==> config.mk <==
export PLATFORM = sky130hd
export DESIGN_NAME = mms_mac
export DESIGN_NICKNAME = d
export VERILOG_FILES = /design/src/hw/rtl/mms_pkg.sv /design/src/hw/rtl/mms_mac.sv
export SDC_FILE = /design/constraint.sdc
export NUM_CORES = 2
export LEC_CHECK = 0
export BUFFER_PORTS_ARGS = -buffer_cell sky130_fd_sc_hd__buf_2
export CORE_MARGIN = 3
export CORE_UTILIZATION = 50
export DETAILED_ROUTE_END_ITERATION = 12
export GPL_TIMING_DRIVEN = 0
export PLACE_DENSITY = 0.72
export SYNTH_ARGS = -nofsm -noshare
export SYNTH_HDL_FRONTEND = slang
export SYNTH_SLANG_ARGS = --single-unit
export TNS_END_PERCENT = 10
==> constraint.sdc <==
create_clock -name clk -period 4.2 [get_ports clk]
set_input_delay 0.42 -clock clk [delete_from_list [all_inputs] [get_ports clk]]
set_output_delay 0.42 -clock clk [all_outputs]
set_load 0.03 [all_outputs]
==> src/hw/rtl/mms_pkg.sv <==
`timescale 1ns / 1ps
`default_nettype none
// ----------------------------------------------------------------------------
// mms_pkg
// Shared types and codes of the small matrix multiplier.
// ----------------------------------------------------------------------------
package mms_pkg;

	localparam int DATA_W = 32;
	localparam int IDX_W  = 3;
	localparam int DIM_W  = 4;
	localparam int OP_W   = 2;
	localparam int CFG_W  = 2;

	localparam logic [OP_W-1:0] OP_WR_A   = 2'd0;
	localparam logic [OP_W-1:0] OP_WR_B   = 2'd1;
	localparam logic [OP_W-1:0] OP_MULT   = 2'd2;

	localparam logic [CFG_W-1:0] CFG_ROWS_A = 2'd0;
	localparam logic [CFG_W-1:0] CFG_COLS_A = 2'd1;
	localparam logic [CFG_W-1:0] CFG_ROWS_B = 2'd2;
	localparam logic [CFG_W-1:0] CFG_COLS_B = 2'd3;

	typedef struct packed {
		logic vld;
		logic first;
		logic last;
	} mac_ctl_t;

endpackage : mms_pkg
`default_nettype wire

==> src/hw/rtl/mms_mac.sv <==
`timescale 1ns / 1ps
`default_nettype none
// ----------------------------------------------------------------------------
// mms_mac
// Multiply-accumulate with exact wide sum, round half up and saturation.
// ----------------------------------------------------------------------------
module mms_mac import mms_pkg::*; #(
	parameter int MAX_DIM   = 8,
	parameter int FRAC_BITS = 16
) (
	input  wire logic              clk,
	input  wire logic              arst_n,
	input  wire mac_ctl_t          ctl,
	input  wire logic [DATA_W-1:0] a,
	input  wire logic [DATA_W-1:0] b,
	output logic                   res_vld,
	output logic      [DATA_W-1:0] res
);

	localparam int PW = 2 * DATA_W;
	localparam int AW = PW + $clog2(MAX_DIM) + 2;
	localparam logic signed [AW:0] HALF = (AW+1)'(1) <<< (FRAC_BITS - 1);

	mac_ctl_t                 ctl_s2;
	logic signed [PW-1:0]     prod_s2;
	logic signed [AW-1:0]     acc_q;
	logic                     done_q;
	logic                     res_vld_q;
	logic        [DATA_W-1:0] res_q;
	logic signed [AW-1:0]     prod_ext;
	logic signed [AW:0]       rnd;
	logic signed [AW:0]       shr;
	logic                     all_one;
	logic                     any_one;
	logic        [DATA_W-1:0] sat;

	always_ff @(posedge clk or negedge arst_n) begin
		if (!arst_n) begin
			ctl_s2    <= '0;
			done_q    <= 1'b0;
			res_vld_q <= 1'b0;
		end else begin
			ctl_s2    <= ctl;
			done_q    <= ctl_s2.vld && ctl_s2.last;
			res_vld_q <= done_q;
		end
	end

	always_ff @(posedge clk) begin
		prod_s2 <= PW'($signed(a) * $signed(b));
		if (ctl_s2.vld) begin
			acc_q <= ctl_s2.first ? prod_ext : acc_q + prod_ext;
		end
		if (done_q) begin
			res_q <= sat;
		end
	end

	always_comb begin
		prod_ext = AW'(prod_s2);
		rnd      = (AW+1)'(acc_q) + HALF;
		shr      = rnd >>> FRAC_BITS;
		all_one  = &shr[AW:DATA_W-1];
		any_one  = |shr[AW:DATA_W-1];
		if (all_one || !any_one) begin
			sat = shr[DATA_W-1:0];
		end else if (shr[AW]) begin
			sat = {1'b1, {(DATA_W-1){1'b0}}};
		end else begin
			sat = {1'b0, {(DATA_W-1){1'b1}}};
		end
	end

	assign res_vld = res_vld_q;
	assign res     = res_q;

endmodule : mms_mac
`default_nettype wire

==> flow_metrics.py <==
metrics = {
    "cells_and_area": {
        "syn_to_final_growth_pct": 16.6,
        "final_cell_area_um2": 54400,
        "layout-drive-gt1-share_pct": 14.9,
        "final_util_pct": 59.1,
        "final_nets": 6640,
    },
    "global_routing": {
        "grtUsageTotal_pct": 34.3,
        "grt_pass1_wl_um": 245000,
        "grt_overflow_total": 0,
        "antenna_found_initial": 13,
        "grt_max_degree": 68,
        "first_global_vias": 39000,
    },
    "setup_path": {
        "required_ns": 4.52,
        "path_max_fanout": 5,
        "worstPathArrival_ns": 7.87,
        "path_class": "input pin to flip-flop",
        "cp-start-kind": "input pin",
        "crit_path_end_kind": "flip-flop",
    },
    "routing": {
        "drtAntennaViolNets": 0,
        "route.vias.total": 37300,
        "wire_per_inst_um": 25.6,
        "vias_per_cell": 5.72,
        "drt-total-wl_um": 166000,
        "drc": 0,
        "first_pass_iters": 6,
        "drtIter0Drc": 3338,
    },
    "clocking": {
        "clk_latency_ns": 0.45,
        "cts_buffer_depth": 2,
        "clkTransAtPathRegs_ns": 0.07,
        "cts_root_buf": "clkbuf_16",
        "cts.sinks": 170,
        "cts_made_buffers": 17,
        "cts_max_level": 4,
        "cts_tree": "done",
    },
    "placed_design": {
        "hpwl_um": 130000,
        "numPortBuffers": 101,
        "place.gp.congestion": 1.09,
        "pre_cts_ws_ns": -5.07,
        "dpl-instance-area_um2": 48900,
    },
    "sta": {
        "max_freq_mhz": 133,
        "worst_pin_slew_ns": 1.13,
        "postLayoutSetupSlackWorst_ns": -3.35,
        "setup_violations": 55,
        "whs_ns": 0.0784,
        "slew_violations": 0,
        "min_period_over_period_pct": 180,
        "hold_violations": 0,
        "clock_skew_ns": 0.0120,
        "rsz0062_at_grt": "yes",
        "period_minus_slack_ns": 7.55,
        "relSlewSlack_pct": 25.0,
    },
    "yosys": {
        "synth_area_leaders": "fa_1 (46%), inv_1 (8.0%), and2_1 (6.9%)",
        "synth_warnings": 0,
        "synthArstFlopShare_pct": 2.94,
        "synth_top_cell_by_area": "fa_1",
        "syn_avg_cell_area_um2": 9.42,
        "syn_inst": 4956,
        "synth-edff-count": 101,
        "seq_area_frac_synth_pct": 9.50,
        "yosys-top-cells-count": "fa_1 (1083), inv_1 (1000), nand2_1 (650), and2_1 (518), ha_1 (253)",
        "ys_ff_latch": 170,
        "synthesis.nets": 6361,
        "synthFlopType": "edfxtp_1",
        "synth_top_area_share_pct": 46.4,
        "ys_types": 87,
        "synth_most_common_cell": "fa_1",
        "syn_area_um2": 46700,
    },
    "die": {
        "dieArea_um2": 97100,
        "initial_utilization_pct": 50.7,
        "fp.dieH_um": 312,
        "io_pins": 102,
        "rows": 111,
        "die_w_um": 312,
        "core_um2": 92100,
    },
    "status": {
        "outcome": "finished with violations",
        "violations": "setup timing",
    },
    "flow_run": {
        "maxCapViolCount": 0,
    },
    "hold_path": {
        "hold_class": "input pin to flip-flop",
    },
}
## registers in the layout, indices dropped and copies added (netlist names)
signal / cells
acc_q: 69
ctl_s2: 3
done_q: 1
prod_s2: 64
res: 32
res_vld: 1
## path summary, 6_finish.rpt
| path | from | to | slack, ns | depth (start not counted) |
|---|---|---|---|---|
| worst max-delay path | b[7] | prod_s2[63] | -3.35 | 27 |
| worst min-delay path | ctl[2] | ctl_s2[2] | 0.08 | 1 |
| worst max register to register | acc_q[18] | acc_q[65] | 0.16 | 13 |
| worst min register to register | ctl_s2[0] | done_q | 0.47 | 1 |
| max in group asynchronous | arst_n | ctl_s2[2] | 3.71 | 2 |
| min in group asynchronous | arst_n | done_q | 0.33 | 2 |
## kinds of logic (layout without fill, tap and decap cells)
| kind of cell | Yosys count | in the layout | share of synthesized area (%) |
|---|---|---|---|
| multiplexers | 40 | 40 | 0.873 |
| AND/OR/NAND/NOR | 1468 | 1468 | 15.9 |
| other | 0 | 20 | 0 |
| XOR/XNOR | 164 | 164 | 3.08 |
| AO/OA/AOI/OAI | 521 | 521 | 7.32 |
| buffers and inverters | 1257 | 1549 | 10.1 |
| adder cells (fa/ha/maj) | 1336 | 1336 | 53.2 |
| flip-flops | 170 | 170 | 9.50 |
## layer usage
metal  track usage (%)  vias to the layer above  routed length (um)
met2              50.1                     2442               69200
met5                 0                        -                 105
li1                  -                    15600                   -
met4              20.1                        4               12500
met3              15.1                      675               24500
met1              42.1                    18500               60000
## layout make-up
type                            instances  area [um2]
Buffer                                249        3020
Fill cell                            7681       37600
Sequential cell                       170        4440
Clock inverter                         15         174
Clock buffer                           17         425
Timing Repair Buffer                  268        2250
Multi-Input combinational cell       3529       38800
Tap cell                             1243        1560
Antenna cell                           20        50.0
Inverter                             1000        3770
## worst max-delay path, cell delays in order
cell and delay [ns]:
buf_12 0.11, clkbuf_16 0.15, buf_6 0.11, and2_4 0.13
fa_1 0.53, fa_1 0.43, fa_1 0.54, inv_2 0.05
fa_1 0.54, inv_2 0.04, fa_1 0.56, fa_1 0.45
fa_2 0.61, fa_2 0.50, ha_4 0.29, a21oi_2 0.17
o21ai_2 0.11, a211oi_2 0.23, o21ai_2 0.12, a221oi_4 0.38
o211ai_1 0.26, a221oi_2 0.29, buf_4 0.17, o31ai_4 0.08
a211o_1 0.32, a21oi_2 0.18, xnor2_2 0.10
## through the flow
step	TNS, ns	instances
finish	-131.65	6511
global route	-139.30	6496
CTS	-127.80	6418
detailed placement	-217.92	6301
global placement	-214.15	6300
floorplan	-129.97	4956
## cells in the final DEF, fill, tap and decap left out, types with 95 or more instances in the layout
cell and instances:
edfxtp_1 101, o21ai_0 99, inv_1 965, fa_1 1004
nand2_1 639, and2_1 496, buf_4 151, a21oi_1 115
ha_1 214, xnor2_1 95
## what timing repair did
| action | in CTS | in global routing |
|---|---|---|
| hold buffers | 1 | 0 |
| pin swaps | 78 | 181 |
| gates resized for setup | 718 | 257 |
| gates cloned | 1 | 1 |
| buffers inserted | 89 | 74 |
| endpoints found under the hold margin | 5 | 0 |
| setup endpoints to repair | 57 | 88 |
Power is not shown: default switching activity piles up to over one toggle a cycle in this logic, so the estimate is an artifact.
